**config.mk**
```make
export PLATFORM = sky130hd
export DESIGN_NAME = sbq_merge_flat
export DESIGN_NICKNAME = d
export VERILOG_FILES = /design/src/sbq_pkg.sv /design/src/sbq_if.sv /design/src/sbq_merge.sv /design/src/flat_wrapper.sv
export SDC_FILE = /design/constraint.sdc
export NUM_CORES = 1
export LEC_CHECK = 0
export ABC_AREA = 1
export BUFFER_PORTS_ARGS = -buffer_cell sky130_fd_sc_hd__buf_2
export CAP_MARGIN = 20
export CELL_PAD_IN_SITES_DETAIL_PLACEMENT = 0
export CELL_PAD_IN_SITES_GLOBAL_PLACEMENT = 2
export CORE_MARGIN = 3
export CORE_UTILIZATION = 28
export CTS_CLUSTER_SIZE = 20
export DETAILED_ROUTE_END_ITERATION = 8
export PLACE_DENSITY = 0.87
export SLEW_MARGIN = 5
export SYNTH_ARGS = -nofsm -noshare
export SYNTH_HDL_FRONTEND = slang
export SYNTH_SLANG_ARGS = --single-unit
```
**constraint.sdc**
```tcl
create_clock -name i_clk -period 1 [get_ports i_clk]
set_clock_uncertainty 0.1 [all_clocks]
set_input_delay 0.1 -clock i_clk [delete_from_list [all_inputs] [get_ports i_clk]]
set_output_delay 0.1 -clock i_clk [all_outputs]
set_load 0.03 [all_outputs]
```
**src/sbq_pkg.sv**
```systemverilog
package sbq_pkg;

    localparam int COEF_WIDTH         = 32;
    localparam int NUM_COEFS          = 5;
    localparam int CFG_IDX_W          = 3;
    localparam int DEF_SAMPLE_WIDTH   = 24;
    localparam int DEF_COEF_FRAC_BITS = 24;

    localparam logic [CFG_IDX_W-1:0] IDX_B0 = 3'd0;
    localparam logic [CFG_IDX_W-1:0] IDX_B1 = 3'd1;
    localparam logic [CFG_IDX_W-1:0] IDX_B2 = 3'd2;
    localparam logic [CFG_IDX_W-1:0] IDX_A1 = 3'd3;
    localparam logic [CFG_IDX_W-1:0] IDX_A2 = 3'd4;

    localparam logic signed [COEF_WIDTH-1:0] B0_RESET = 32'sd16777216;

    typedef struct packed {
        logic signed [COEF_WIDTH-1:0] b0;
        logic signed [COEF_WIDTH-1:0] b1;
        logic signed [COEF_WIDTH-1:0] b2;
        logic signed [COEF_WIDTH-1:0] a1;
        logic signed [COEF_WIDTH-1:0] a2;
    } t_coefs;

    typedef struct packed {
        logic start;
        logic mac1;
        logic mac2;
        logic mac3;
        logic adv;
    } t_lane_ctl;

    typedef enum logic [2:0] {
        ST_IDLE,
        ST_MAC1,
        ST_MAC2,
        ST_MAC3,
        ST_DONE
    } t_seq_state;

endpackage

```
**src/sbq_if.sv**
```systemverilog


interface sbq_out_if #(
    parameter int SAMPLE_WIDTH = sbq_pkg::DEF_SAMPLE_WIDTH
);
    logic                           valid;
    logic                           ready;
    logic signed [SAMPLE_WIDTH-1:0] left_out;
    logic signed [SAMPLE_WIDTH-1:0] right_out;
    logic                           clipped;

    modport source (output valid, output left_out, output right_out, output clipped,
                    input ready);
    modport sink (input valid, input left_out, input right_out, input clipped,
                  output ready);
endinterface

```
**src/sbq_merge.sv**
```systemverilog
module sbq_merge #(
    parameter int SAMPLE_WIDTH = sbq_pkg::DEF_SAMPLE_WIDTH
) (
    input  logic                           i_clk,
    input  logic                           i_rst_n,
    input  logic                           i_load,
    input  logic signed [SAMPLE_WIDTH-1:0] i_left,
    input  logic signed [SAMPLE_WIDTH-1:0] i_right,
    input  logic                           i_sat_left,
    input  logic                           i_sat_right,
    output logic                           o_ok,
    sbq_out_if.source                      o_out
);

    logic                           r_valid;
    logic signed [SAMPLE_WIDTH-1:0] r_left;
    logic signed [SAMPLE_WIDTH-1:0] r_right;
    logic                           r_clipped;

    assign o_ok = !r_valid || o_out.ready;

    always_ff @(posedge i_clk) begin
        if (!i_rst_n) begin
            r_valid <= 1'b0;
        end else if (i_load) begin
            r_valid <= 1'b1;
        end else if (o_out.ready) begin
            r_valid <= 1'b0;
        end
    end

    always_ff @(posedge i_clk) begin
        if (i_load) begin
            r_left    <= i_left;
            r_right   <= i_right;
            r_clipped <= i_sat_left | i_sat_right;
        end
    end

    assign o_out.valid     = r_valid;
    assign o_out.left_out  = r_left;
    assign o_out.right_out = r_right;
    assign o_out.clipped   = r_clipped;

endmodule

```
**src/flat_wrapper.sv**
```systemverilog
// flat-port wrapper written by rule: the top's interface ports become plain ports
module sbq_merge_flat 
#(
    parameter int SAMPLE_WIDTH = sbq_pkg::DEF_SAMPLE_WIDTH
)
  (i_clk, i_rst_n, i_load, i_left, i_right, i_sat_left, i_sat_right, o_ok, o_out_valid, o_out_left_out, o_out_right_out, o_out_clipped, o_out_ready);
  sbq_out_if #(.SAMPLE_WIDTH(SAMPLE_WIDTH)) o_out_i ();
  input  logic i_clk;
  input  logic i_rst_n;
  input  logic i_load;
  input  logic signed [SAMPLE_WIDTH-1:0] i_left;
  input  logic signed [SAMPLE_WIDTH-1:0] i_right;
  input  logic i_sat_left;
  input  logic i_sat_right;
  output logic o_ok;
  output wire logic [$bits(o_out_i.valid)-1:0] o_out_valid;
  output wire logic [$bits(o_out_i.left_out)-1:0] o_out_left_out;
  output wire logic [$bits(o_out_i.right_out)-1:0] o_out_right_out;
  output wire logic [$bits(o_out_i.clipped)-1:0] o_out_clipped;
  input wire logic [$bits(o_out_i.ready)-1:0] o_out_ready;
  assign o_out_valid = o_out_i.valid;
  assign o_out_left_out = o_out_i.left_out;
  assign o_out_right_out = o_out_i.right_out;
  assign o_out_clipped = o_out_i.clipped;
  assign o_out_i.ready = o_out_ready;
  sbq_merge #(.SAMPLE_WIDTH(SAMPLE_WIDTH)) u_core (.i_clk(i_clk), .i_rst_n(i_rst_n), .i_load(i_load), .i_left(i_left), .i_right(i_right), .i_sat_left(i_sat_left), .i_sat_right(i_sat_right), .o_ok(o_ok), .o_out(o_out_i));
endmodule
```
== After elaboration in Yosys (flattened, before gate mapping) ==
Cells that the tools add are included.

* Muxes and demuxes: 2
* Bitwise operators: 1
* Reduce and logical (&&, ||, !) cells: 3

{| class="wikitable"
|+ Operator list
! kind !! count
|-
| 1-bit 2-to-1 mux || 2
|-
| 2-bit nonzero test || 1
|-
| 1-bit logical NOT || 1
|-
| 1-bit logical OR || 1
|-
| 1-bit bitwise OR || 1
|}

* Register bits after elaboration: 50
* Bits of input ports: 54
* Output and inout port bits: 51
* Logic and storage cells: 10

== Longest topological paths before layout ==
Gate-level depths: netlist of the first run.

* Depth in word-level cells: 2
* Mapped depth: 3
* Mapped depth without buffers: 3

== Worst setup path before layout of the first run ==
Ideal clock, no wire load.

* Path kind: register to register
* From: reg u_core.o_out.valid (netlist name)
* To: reg u_core.r_valid, in the netlist u_core.o_out.valid
* Setup time: 66 ps
* Arrival time: 840 ps
* Data required time: 834 ps
* Setup slack: -6 ps
* Stages on the path, launching flop included: 3
* Path buffers: 0
* Period minus slack after synthesis: 1006 ps
* Path through: dfxtp_1 -> nand2_2 -> a21oi_2

{| class="wikitable"
|+ RTL lines
! element !! line !! RTL
|-
| to (signal assigned) || sbq_merge.sv:24 || <nowiki>r_valid <= 1'b0;</nowiki>
|-
| to (signal assigned) || sbq_merge.sv:26 || <nowiki>r_valid <= 1'b1;</nowiki>
|-
| to (signal assigned) || sbq_merge.sv:28 || <nowiki>r_valid <= 1'b0;</nowiki>
|-
| to (decl) || sbq_merge.sv:15 || <nowiki>logic r_valid;</nowiki>
|}

== Worst setup path in the final report of the first run ==
* From: reg u_core.r_left[22], in the netlist u_core.o_out.left_out[22]
* To: out o_out_left_out[22]

{| class="wikitable"
|+ RTL lines
! element !! line !! RTL
|-
| from (decl) || sbq_merge.sv:16 || <nowiki>logic signed [SAMPLE_WIDTH-1:0] r_left;</nowiki>
|-
| from (signal assigned) || sbq_merge.sv:34 || <nowiki>r_left <= i_left;</nowiki>
|-
| to (decl) || flat_wrapper.sv:17 || <nowiki>output wire logic [$bits(o_out_i.left_out)-1:0] o_out_left_out;</nowiki>
|}

No word-level cell between the ends.

==> results.rst, run 1 <==
.. list-table::
   :header-rows: 1

   * - Metric
     - Value
   * - Area share of the largest cell type after synthesis
     - between 90 and 100%
   * - Depth of the worst register-to-register path
     - 2
   * - Initial DRT Pass Iterations
     - 3
   * - Actual transition at the worst max-transition pin
     - 0.147 ns
   * - RSZ-0062 raised after global routing
     - yes
   * - # IOs
     - 105
   * - Die Outline Area
     - 6360 sq um
   * - Mapped Cells
     - 56
   * - Initial antenna violation count
     - 0
   * - Average via count per standard cell
     - 3.87
   * - Overall routing resource usage
     - between 10% and 20%
   * - Most area-hungry cell type in the Yosys netlist
     - edfxtp_1
   * - Worst path arrival time
     - 0.86 ns
   * - Most frequent cell after synthesis
     - edfxtp_1
   * - Largest stage delay on the critical path
     - 0.41 ns
   * - Biggest fanout along the worst timing path
     - 1
   * - Clock transition at the registers of the reported paths
     - roughly 0.080 ns
   * - Fraction of layout cells with a size suffix above 1
     - 52.0%
   * - Yosys synthesis warning count
     - 0
   * - Seq cells post-synth
     - 50
   * - Total vias in the final route
     - ~1,100
   * - WP depth
     - 1
   * - Number of maximum-capacitance constraint violations
     - 0
   * - Count of port buffers added during placement
     - 104
   * - Iter 0 DRT Violations
     - 31
   * - Worst hold stages
     - 4
   * - Hold Slack
     - -0.00608 ns
   * - Wire length of the first global-routing pass
     - 5.98 mm
   * - Placement row count
     - 26
   * - Overall routed net length
     - ~3.7 mm
   * - Sequential share of the synthesized area
     - 97.9%
   * - R2R setup slack
     - 0.31 ns
   * - Height of the die
     - 79.8 microns
   * - Number of different library cells in the post-synthesis netlist
     - 6
   * - Number of buffers created by CTS
     - 5
   * - Placer's final routability congestion estimate
     - about 0.61
   * - Cell types with the largest area share after synthesis
     - edfxtp_1 (97%), dfxtp_1 (1.3%), inv_1 (0.74%), a21oi_2 (0.57%), nand2_2 (0.41%)
   * - Detailed placement HPWL
     - 2.49 mm
   * - Number of antenna repair diodes
     - 0
   * - Result of the run
     - finished with violations
   * - Fraction of the cycle the final worst path needs
     - 106%
   * - Count of final max-slew check failures
     - 0
   * - Setup ws final
     - -0.0570 ns
   * - Bufs on Longest Clock Path
     - 2
   * - Number of setup buffers added after CTS
     - 0
   * - Bufs and invs on worst path
     - 1
   * - Top post-synthesis cells by count
     - edfxtp_1 (49), inv_1 (3)
   * - Hold bufs inserted after CTS
     - 51
   * - Power density of the placed cells
     - ~1500 nW/um^2
   * - Critical path required time
     - ~0.80 ns
   * - Final setup violation count
     - 50
   * - Layout overhead on the synthesized area
     - 103%
   * - DRC Markers
     - 0
   * - Final ANT Viol Nets
     - 0
   * - Post-synth EDFFs
     - 49
   * - Clock sink count
     - 50
   * - Core occupancy in the finished layout
     - 59.8%
   * - Sort of element at the end of the critical path
     - primary output
   * - Cell family contributing the most delay on the critical path
     - flip-flops
   * - Fin nets
     - around 270
   * - Syn Std Cell Area
     - 1520 sq um
   * - Largest net degree at the start of global routing
     - 28
   * - End of the worst register-to-register path
     - u_core.o_out.valid$_SDFFE_PN0P_
   * - Number of standard cells in the final layout excluding fillers
     - 291
   * - Final critical delay including setup and external delays
     - around 1.1 ns
   * - Slew HR
     - about nine tenths
   * - Kind of critical path
     - flop to primary output
   * - Highest ir drop seen on vdd
     - 0.000795 V
   * - Core outline area
     - 5170 sq um
   * - Max stage delay cell, worst path
     - edfxtp_1
   * - CTS tree
     - yes
   * - Via count of the first global-routing pass
     - 1,286
   * - Kind of start point of the critical path
     - flop
   * - Total global routing overflow
     - 0
   * - Timing endpoint of the critical path
     - o_out_left_out[22]
   * - Clock latency on the worst-skew pair
     - 0.29 ns
   * - Synth Flop Type
     - edfxtp_1
   * - Crit path launch
     - u_core.o_out.left_out[22]$_DFFE_PP_
   * - Static Leakage
     - 1.30 nW
   * - Type of the tightest min-delay check
     - input pin to flop
   * - Failing checks
     - negative hold slack, negative setup slack
   * - Synth Area per Inst
     - 27.2 sq um
   * - Fmax achieved
     - 0.946 GHz
   * - Fraction of synthesis flops using an asynchronous set or reset pin
     - 0%
   * - Worst r2r src
     - u_core.o_out.valid$_SDFFE_PN0P_
   * - Instance count after placement with tap cells included
     - 232
   * - Net Count, Synth
     - 110
   * - Clock H-tree levels
     - 2
   * - Effective utilization at floorplan
     - between 20% and 30%
   * - Cells traversed along the worst timing path
     - buf_6
   * - Horiz. Die Dim
     - roughly 80 microns
   * - Total of fill cells in the finished design
     - ~390
   * - Number of endpoints with negative hold slack in the final report
     - 1
   * - Master cell of the clock root buffer
     - clkbuf_8
   * - WL/cell
     - 12.9 microns
cells by family (layout without fill, tap and decap cells):
group           count (synthesis)  after routing  synth area share [%]
buf+inv                         3            168                 0.739
flops                          50             50                  97.9
simple gates                    2              2                 0.822
compound gates                  1              1                 0.575
layer usage:
layer  global-route usage (%)  routed length, microns  share of wire [%]
met1                     12.3                    1300                 35
met2                     23.6                    2030                 54
met5                        0                       0                  0
met3                     5.64                     407                 11
met4                     3.55                      12               0.32
layout make-up:
type	count	area, sq um	share of cell area [%]
sequential	50	1490	48.3
clock buffer	8	90.1	2.91
multi-input combinational	3	21.3	0.688
tap	70	87.6	2.83
timing repair buffer	157	1390	44.9
inverter	3	11.3	0.364
worst register-to-register path, cell delays in order (launching register included):
cell and delay [ns]:
dfxtp_2 0.35, nand2_2 0.07, a21oi_2 0.11
repair_timing:
action | CTS | global route
setup endpoints to repair | 51 | 51
pin swaps | 1 | 0
gates resized for setup | 101 | 1
hold endpoints to repair | 50 | 1
flip-flops by register name (all words and copies together) (netlist names):
register	cells
u_core.o_out.valid	1
u_core.o_out.clipped	1
u_core.o_out.left_out	24
u_core.o_out.right_out	24
report_power, final:
group / switching (mW) / internal, mW / leakage (nW)
clock network: 0.570 / 0.564 / 0.0455
registers: 0.0742 / 2.48 / 0.488
logic: 0.493 / 0.511 / 0.770
total: 1.14 / 3.56 / 1.30
worst min-delay path by stage:
stage	from	to	slack [ns]
finish	o_out_ready	u_core.o_out.valid$_SDFFE_PN0P_	-0.006
global route	o_out_ready	u_core.o_out.valid$_SDFFE_PN0P_	-0.009
CTS	o_out_ready	u_core.o_out.valid$_SDFFE_PN0P_	-0.04
detailed placement	i_right[5]	u_core.o_out.right_out[5]$_DFFE_PP_	0.18
global placement	i_right[20]	u_core.o_out.right_out[20]$_DFFE_PP_	0.18
floorplan	i_left[0]	u_core.o_out.left_out[0]$_DFFE_PP_	0.1
stage by stage:
step	setup slack, ns	TNS, ns	cell area [sq um]	power (mW)
floorplan	0.120	0	1530	2.93
global placement	0.155	0	2170	3.22
detailed placement	0.151	0	2170	3.24
CTS	-0.0698	-2.31	3090	4.76
global route	-0.104	-3.71	3090	4.92
finish	-0.0570	-1.40	3090	4.70
layout by cell type (no fill, tap or decap), drive strengths merged:
| cell type | Yosys | layout |
|---|---|---|
| dfxtp | 1 | 1 |
| a21oi | 1 | 1 |
| dlygate4sd3 | 0 | 51 |
| or2 | 1 | 1 |
| nand2 | 1 | 1 |
| clkbuf | 0 | 8 |
| buf | 0 | 106 |
| inv | 3 | 3 |
| edfxtp | 49 | 49 |
No activity file was read; power rests on OpenSTA's default activity.
==> run 2: changes to the inputs <==
--- a/config.mk
+++ b/config.mk
@@ -5,16 +5,17 @@
 export SDC_FILE = /design/constraint.sdc
 export NUM_CORES = 1
 export LEC_CHECK = 0
-export ABC_AREA = 1
+export ABC_AREA = 0
 export BUFFER_PORTS_ARGS = -buffer_cell sky130_fd_sc_hd__buf_2
 export CAP_MARGIN = 20
 export CELL_PAD_IN_SITES_DETAIL_PLACEMENT = 0
 export CELL_PAD_IN_SITES_GLOBAL_PLACEMENT = 2
 export CORE_MARGIN = 3
-export CORE_UTILIZATION = 28
+export CORE_UTILIZATION = 29
+export CTS_BUF_LIST = sky130_fd_sc_hd__clkbuf_4 sky130_fd_sc_hd__clkbuf_8
 export CTS_CLUSTER_SIZE = 20
 export DETAILED_ROUTE_END_ITERATION = 8
-export PLACE_DENSITY = 0.87
+export PLACE_DENSITY = 0.89
 export SLEW_MARGIN = 5
 export SYNTH_ARGS = -nofsm -noshare
 export SYNTH_HDL_FRONTEND = slang
==> results.rst, run 2 <==
.. list-table::
   :header-rows: 1

   * - Metric
     - Value
   * - Result of the run
     - finished with violations
   * - Failing checks
     - negative hold slack, negative setup slack
   * - Master cell of the clock root buffer
     - clkbuf_8
   * - Via count of the first global-routing pass
     - 1,206 (-6.2%)
   * - Number of antenna repair diodes
     - 0 (unchanged)
   * - Total global routing overflow
     - 0 (unchanged)
   * - Depth of the worst register-to-register path
     - 3 (+1)
   * - Most frequent cell after synthesis
     - edfxtp_1
   * - Most common cell after layout, fill and taps aside
     - buf_2
   * - Critical path required time
     - 0.80 ns (about the same)
   * - Final setup violation count
     - 51 (+2.0%)
   * - WL/cell
     - 13.5 microns (+4.7%)
   * - Sort of element at the end of the critical path
     - primary output
   * - Synth Flop Type
     - edfxtp_1
   * - WP depth
     - 1 (unchanged)
   * - Type of the tightest min-delay check
     - input pin to flop
   * - Final critical delay including setup and external delays
     - 1.07 ns (+0.0143 ns)
   * - Slew HR
     - 91.1% (+0.92 points)
   * - Cells traversed along the worst timing path
     - buf_6
   * - Cell family contributing the most delay on the critical path
     - flip-flops
   * - Instance count after placement with tap cells included
     - 227 (-2.2%)
   * - Clock H-tree levels
     - 2 (unchanged)
   * - Actual transition at the worst max-transition pin
     - 0.133 ns (-0.0138 ns)
   * - Biggest fanout along the worst timing path
     - 1 (unchanged)
   * - Cell types with the largest area share after synthesis
     - edfxtp_1 (96%), dfxtp_1 (1.3%), nand2b_4 (0.90%), a21boi_2 (0.74%), or2_1 (0.41%)
   * - Die Outline Area
     - 6170 sq um (-3.0%)
   * - Net Count, Synth
     - 108 (-1.8%)
   * - Average via count per standard cell
     - 3.93 (+1.5%)
   * - Number of different library cells in the post-synthesis netlist
     - 6 (unchanged)
   * - Fraction of the cycle the final worst path needs
     - 107% (+1.4 points)
   * - Most area-hungry cell type in the Yosys netlist
     - edfxtp_1
   * - Clock latency on the worst-skew pair
     - 0.28 ns (about the same)
   * - Iter 0 DRT Violations
     - 34 (+9.7%)
   * - Most frequent cells in the layout
     - buf_2 (53), buf_6 (51), dlygate4sd3_1 (50)
   * - Core outline area
     - 4910 sq um (-5.1%)
   * - Fraction of layout cells with a size suffix above 1
     - 53.4% (+1.4 points)
   * - Fin nets
     - 272 (-0.73%)
   * - Number of maximum-capacitance constraint violations
     - 0 (unchanged)
   * - Clock sink count
     - 50 (unchanged)
   * - Worst path arrival time
     - 0.87 ns (about the same)
   * - # IOs
     - 105 (unchanged)
   * - Synth Area per Inst
     - 28.3 sq um (+3.9%)
   * - Number of standard cells in the final layout excluding fillers
     - 286 (-1.7%)
   * - Kind of critical path
     - flop to primary output
   * - Mapped Cells
     - 54 (-3.6%)
   * - Fmax achieved
     - 0.933 GHz (-1.3%)
   * - Count of port buffers added during placement
     - 104 (unchanged)
   * - Final ANT Viol Nets
     - 0 (unchanged)
   * - Horiz. Die Dim
     - 78.6 microns (-1.5%)
   * - Post-synth EDFFs
     - 49 (unchanged)
   * - CTS tree
     - yes
   * - Sequential share of the synthesized area
     - 97.7% (-0.16 points)
   * - Core occupancy in the finished layout
     - 62.8% (+3.0 points)
   * - Bufs on Longest Clock Path
     - 2 (unchanged)
   * - Cell area after layout
     - 3080 sq um (-0.28%)
   * - Height of the die
     - 78.6 microns (-1.5%)
   * - Number of buffers created by CTS
     - 5 (unchanged)
   * - Wire length of the first global-routing pass
     - 5.93 mm (-0.92%)
   * - Count of final max-slew check failures
     - 0 (unchanged)
   * - Bufs and invs on worst path
     - 1 (unchanged)
   * - Layout overhead on the synthesized area
     - 102%
   * - Setup ws final
     - -0.0713 ns (-0.0143 ns)
   * - Yosys synthesis warning count
     - 0 (unchanged)
   * - Largest net degree at the start of global routing
     - 26 (-7.1%)
   * - Worst hold stages
     - 2 (-2)
   * - RSZ-0062 raised after global routing
     - yes
   * - Placer's final routability congestion estimate
     - 0.623 (+1.4%)
   * - Placement row count
     - 25 (-3.8%)
   * - Number of endpoints with negative hold slack in the final report
     - 1 (unchanged)
   * - Hold Slack
     - -0.0163 ns (-0.0102 ns)
   * - Cell Area, Placed
     - 2170 sq um (-0.12%)
   * - Fraction of synthesis flops using an asynchronous set or reset pin
     - 0% (unchanged)
   * - Overall routing resource usage
     - 12.8% (+0.27 points)
   * - Highest ir drop seen on vdd
     - 0.000965 V (+21%)
   * - Static Leakage
     - 1.30 nW (-0.56%)
   * - Syn Std Cell Area
     - 1530 sq um (+0.16%)
   * - Initial DRT Pass Iterations
     - 3 (unchanged)
   * - Effective utilization at floorplan
     - 31.1% (+1.6 points)
   * - Initial antenna violation count
     - 0 (unchanged)
   * - Total vias in the final route
     - 1,124 (-0.27%)
   * - DRC Markers
     - 0 (unchanged)
   * - Largest stage delay on the critical path
     - 0.42 ns (about the same)
   * - Max stage delay cell, worst path
     - edfxtp_1
   * - Seq cells post-synth
     - 50 (unchanged)
   * - Sum Neg Setup Slack
     - -1.57 ns (-0.170 ns)
   * - Kind of start point of the critical path
     - flop
   * - Overall routed net length
     - 3.86 mm (+2.9%)
   * - Area share of the largest cell type after synthesis
     - 96.4% (-0.16 points)
   * - Hold bufs inserted after CTS
     - 50 (-2.0%)
   * - Power density of the placed cells
     - 1510 nW/um^2 (-0.78%)
   * - Clock transition at the registers of the reported paths
     - 0.09 ns (about the same)
==> run 2: cell count changes after synthesis <==
cell / before / now
inv_1: 3 / 1
a21boi_2: 0 / 1
a21oi_2: 1 / 0
nand2_2: 1 / 0
nand2b_4: 0 / 1
==> run 2: timing repair <==
item | in CTS | in global routing
hold endpoints to repair | 50 | 1
endpoints found under the setup margin | 51 | 51
resized for setup | 102 | 1
cloned | 0 | 0
setup buffers | 0 | 1
==> run 2: stage by stage <==
step           worst slack [ns]  power (mW)
6_report                -0.0713        4.65
5_1_grt                  -0.114        4.84
2_1_floorplan            0.0193        2.93
4_1_cts                 -0.0735        4.68
3_3_place_gp              0.169        3.22
3_5_place_dp              0.161        3.23
==> run 2: worst paths after layout <==
kind | slack [ns] | end | start
worst min-delay path | -0.02 | u_core.o_out.clipped$_DFFE_PP_ | i_sat_right
worst min register to register | 0.49 | u_core.o_out.valid$_SDFFE_PN0P_ | u_core.o_out.valid$_SDFFE_PN0P_
worst max-delay path | -0.07 | o_out_left_out[10] | u_core.o_out.left_out[10]$_DFFE_PP_
worst max register to register | 0.16 | u_core.o_out.valid$_SDFFE_PN0P_ | u_core.o_out.valid$_SDFFE_PN0P_
==> run 2: cells by family (layout without fill, tap and decap cells) <==
logic type / count (synthesis) / in the layout / synth area share [%]
buf+inv: 1 / 166 / 0.246
compound gates: 1 / 1 / 0.738
flops: 50 / 50 / 97.7
simple gates: 2 / 2 / 1.31
==> run 2: cell type report <==
class                   instances  area [sq um]
inverters                       1          3.75
well taps                      67          83.8
flip-flops and latches         50          1490
multi-input cells               3          31.3
clock buffers                   5          68.8
repair buffers                157          1390
fillers                       380          1830
clock inverters                 3          16.3
==> run 2: metal layers <==
layer | vias to the layer above | GRT usage [%] | wire (microns)
met3 | 4 | 5.50 | 394
met5 | - | 0 | 0
li1 | 539 | - | -
met1 | 514 | 12.4 | 1330
met4 | 0 | 3.67 | 30
met2 | 67 | 24.4 | 2110
==> run 2: where the power goes <==
part | internal, mW | switching [mW] | total (mW) | leakage (nW)
sequential | 2.48 | 0.0763 | 2.56 | 0.488
clock | 0.479 | 0.603 | 1.08 | 0.0416
combinational | 0.514 | 0.491 | 1.00 | 0.767
total | 3.48 | 1.17 | 4.65 | 1.30
==> run 3: changes to the inputs <==
--- a/config.mk
+++ b/config.mk
@@ -15,7 +15,7 @@
 export CTS_BUF_LIST = sky130_fd_sc_hd__clkbuf_4 sky130_fd_sc_hd__clkbuf_8
 export CTS_CLUSTER_SIZE = 20
 export DETAILED_ROUTE_END_ITERATION = 8
-export PLACE_DENSITY = 0.89
+export PLACE_DENSITY_LB_ADDON = 0.1
 export SLEW_MARGIN = 5
 export SYNTH_ARGS = -nofsm -noshare
 export SYNTH_HDL_FRONTEND = slang
==> results.rst, run 3 (synthesis results as in run 2) <==
.. list-table::
   :header-rows: 1

   * - Metric
     - Value
   * - Clock sink count
     - 50 (unchanged)
   * - Result of the run
     - finished with violations
   * - Clock transition at the registers of the reported paths
     - 0.09 ns (about the same)
   * - Cell area after layout
     - 3110 sq um (+0.73%)
   * - Initial antenna violation count
     - 0 (unchanged)
   * - Slew HR
     - 90.0% (-1.1 points)
   * - Highest ir drop seen on vdd
     - 0.000732 V (-24%)
   * - Via count of the first global-routing pass
     - 1,231 (+2.1%)
   * - Overall routed net length
     - 3.94 mm (+2.2%)
   * - Largest stage delay on the critical path
     - 0.43 ns (about the same)
   * - RSZ-0062 raised after global routing
     - yes
   * - Initial DRT Pass Iterations
     - 3 (unchanged)
   * - Number of standard cells in the final layout excluding fillers
     - 287 (+0.35%)
   * - Core outline area
     - 4910 sq um (unchanged)
   * - Kind of critical path
     - flop to primary output
   * - Timing endpoint of the critical path
     - o_out_right_out[1]
   * - WP depth
     - 1 (unchanged)
   * - Total global routing overflow
     - 0 (unchanged)
   * - Bufs and invs on worst path
     - 1 (unchanged)
   * - Effective utilization at floorplan
     - 31.1% (unchanged)
   * - Iter 0 DRT Violations
     - 41 (+21%)
   * - Cell Area, Placed
     - 2170 sq um (unchanged)
   * - Overall Power
     - 4.76 mW (+2.4%)
   * - Average via count per standard cell
     - 3.93 (about the same)
   * - Sort of element at the end of the critical path
     - primary output
   * - Number of antenna repair diodes
     - 0 (unchanged)
   * - Sum Neg Setup Slack
     - -1.67 ns (-0.0970 ns)
   * - Overall routing resource usage
     - 13.5% (+0.67 points)
   * - Height of the die
     - 78.6 microns (unchanged)
   * - Fraction of layout cells with a size suffix above 1
     - 53.6% (+0.21 points)
   * - Hold wc startpoint
     - o_out_ready
   * - Master cell of the clock root buffer
     - clkbuf_8
   * - Total of fill cells in the finished design
     - 388 (+2.1%)
   * - Multi-input logic area
     - 31.3 sq um (unchanged)
   * - End of the worst register-to-register path
     - u_core.o_out.valid$_SDFFE_PN0P_
   * - Max stage delay cell, worst path
     - edfxtp_1
   * - Largest net degree at the start of global routing
     - 28 (+7.7%)
   * - Die Outline Area
     - 6170 sq um (unchanged)
   * - Core occupancy in the finished layout
     - 63.3% (+0.46 points)
   * - Fraction of the cycle the final worst path needs
     - 108% (+1.3 points)
   * - Bufs on Longest Clock Path
     - 2 (unchanged)
   * - Worst hold stages
     - 4 (+2)
   * - Setup ws final
     - -0.0838 ns (-0.0125 ns)
   * - Worst path arrival time
     - 0.88 ns (about the same)
   * - Static Leakage
     - 1.32 nW (+1.8%)
   * - Horiz. Die Dim
     - 78.6 microns (unchanged)
   * - Clock latency on the worst-skew pair
     - 0.29 ns (about the same)
   * - Fin nets
     - 273 (+0.37%)
   * - Placement row count
     - 25 (unchanged)
   * - Power density of the placed cells
     - 1530 nW/um^2 (+1.6%)
   * - Total vias in the final route
     - 1,129 (+0.44%)
   * - Type of the tightest min-delay check
     - input pin to flop
   * - Final critical delay including setup and external delays
     - 1.08 ns (+0.0125 ns)
   * - Number of endpoints with negative hold slack in the final report
     - 0 (-1)
   * - Placer's final routability congestion estimate
     - 0.600 (-3.7%)
   * - Final setup violation count
     - 50 (-2.0%)
   * - Number of maximum-capacitance constraint violations
     - 0 (unchanged)
   * - Cells traversed along the worst timing path
     - buf_6
   * - Layout overhead on the synthesized area
     - 104%
   * - CTS tree
     - yes
   * - Sequential cell area
     - 1490 sq um (unchanged)
   * - Most common cell after layout, fill and taps aside
     - buf_2
   * - Fmax achieved
     - 0.923 GHz (-1.2%)
   * - R2R setup slack
     - 0.17 ns (about the same)
   * - Critical path required time
     - 0.80 ns (about the same)
   * - DRC Markers
     - 0 (unchanged)
   * - Most frequent cells in the layout
     - buf_2 (53), buf_6 (51), dlygate4sd3_1 (50)
   * - Actual transition at the worst max-transition pin
     - 0.150 ns (+0.0172 ns)
   * - Number of buffers created by CTS
     - 5 (unchanged)
   * - WL/cell
     - 13.7 microns (+1.8%)
   * - Count of port buffers added during placement
     - 104 (unchanged)
   * - Count of final max-slew check failures
     - 0 (unchanged)
   * - # IOs
     - 105 (unchanged)
   * - Biggest fanout along the worst timing path
     - 1 (unchanged)
   * - Failing checks
     - negative setup slack
   * - Wire length of the first global-routing pass
     - 6.29 mm (+6.2%)
   * - Cell family contributing the most delay on the critical path
     - flip-flops
   * - Depth of the worst register-to-register path
     - 3 (unchanged)
   * - Clock H-tree levels
     - 2 (unchanged)
   * - Worst r2r src
     - u_core.o_out.valid$_SDFFE_PN0P_
   * - Crit path launch
     - u_core.o_out.right_out[1]$_DFFE_PP_
   * - Final ANT Viol Nets
     - 0 (unchanged)
   * - Instance count after placement with tap cells included
     - 227 (unchanged)
   * - Kind of start point of the critical path
     - flop
## run 3: per-layer routing
metal,part of all wire [%],GRT usage [%],up-vias
met5,0,0,-
met4,1.1,5.77,0
met3,9.0,4.93,4
met2,54,23.8,62
met1,36,14.5,521
li1,-,-,542
## run 3: report_power, final
part	internal [mW]	leakage (nW)	total, mW	switching, mW
clock network	0.586	0.0517	1.19	0.603
registers	2.48	0.488	2.56	0.0768
logic	0.517	0.780	1.01	0.491
total	3.59	1.32	4.76	1.17
## run 3: area by class of cell
cell class	instances	share of cell area, %
Sequential cell	50	48.0
Timing Repair Buffer	158	45.1
Clock buffer	7	2.90
Tap cell	67	2.70
Multi-Input combinational cell	3	1.01
Clock inverter	1	0.161
Inverter	1	0.121
## run 3: worst min path at each step
stage | to
global route | u_core.o_out.valid$_SDFFE_PN0P_
global placement | u_core.o_out.right_out[1]$_DFFE_PP_
finish | u_core.o_out.valid$_SDFFE_PN0P_
floorplan | u_core.o_out.left_out[0]$_DFFE_PP_
CTS | u_core.o_out.valid$_SDFFE_PN0P_
detailed placement | u_core.o_out.left_out[13]$_DFFE_PP_
## run 3: what timing repair did
| item | 4_1_cts | 5_1_grt |
|---|---|---|
| pin swaps | 0 | 0 |
| resized for setup | 103 | 1 |
| setup buffers | 0 | 1 |
| endpoints found under the setup margin | 51 | 52 |
| hold buffers | 51 | 0 |
| gates cloned | 0 | 0 |
| endpoints found under the hold margin | 50 | 0 |
## run 3: through the flow
stage | setup WS (ns) | hold WS [ns]
2_1_floorplan | 0.0193 | 0.0989
6_report | -0.0838 | 0.0669
3_5_place_dp | 0.132 | 0.178
4_1_cts | -0.0829 | -0.0366
5_1_grt | -0.121 | 0.0564
3_3_place_gp | 0.160 | 0.177
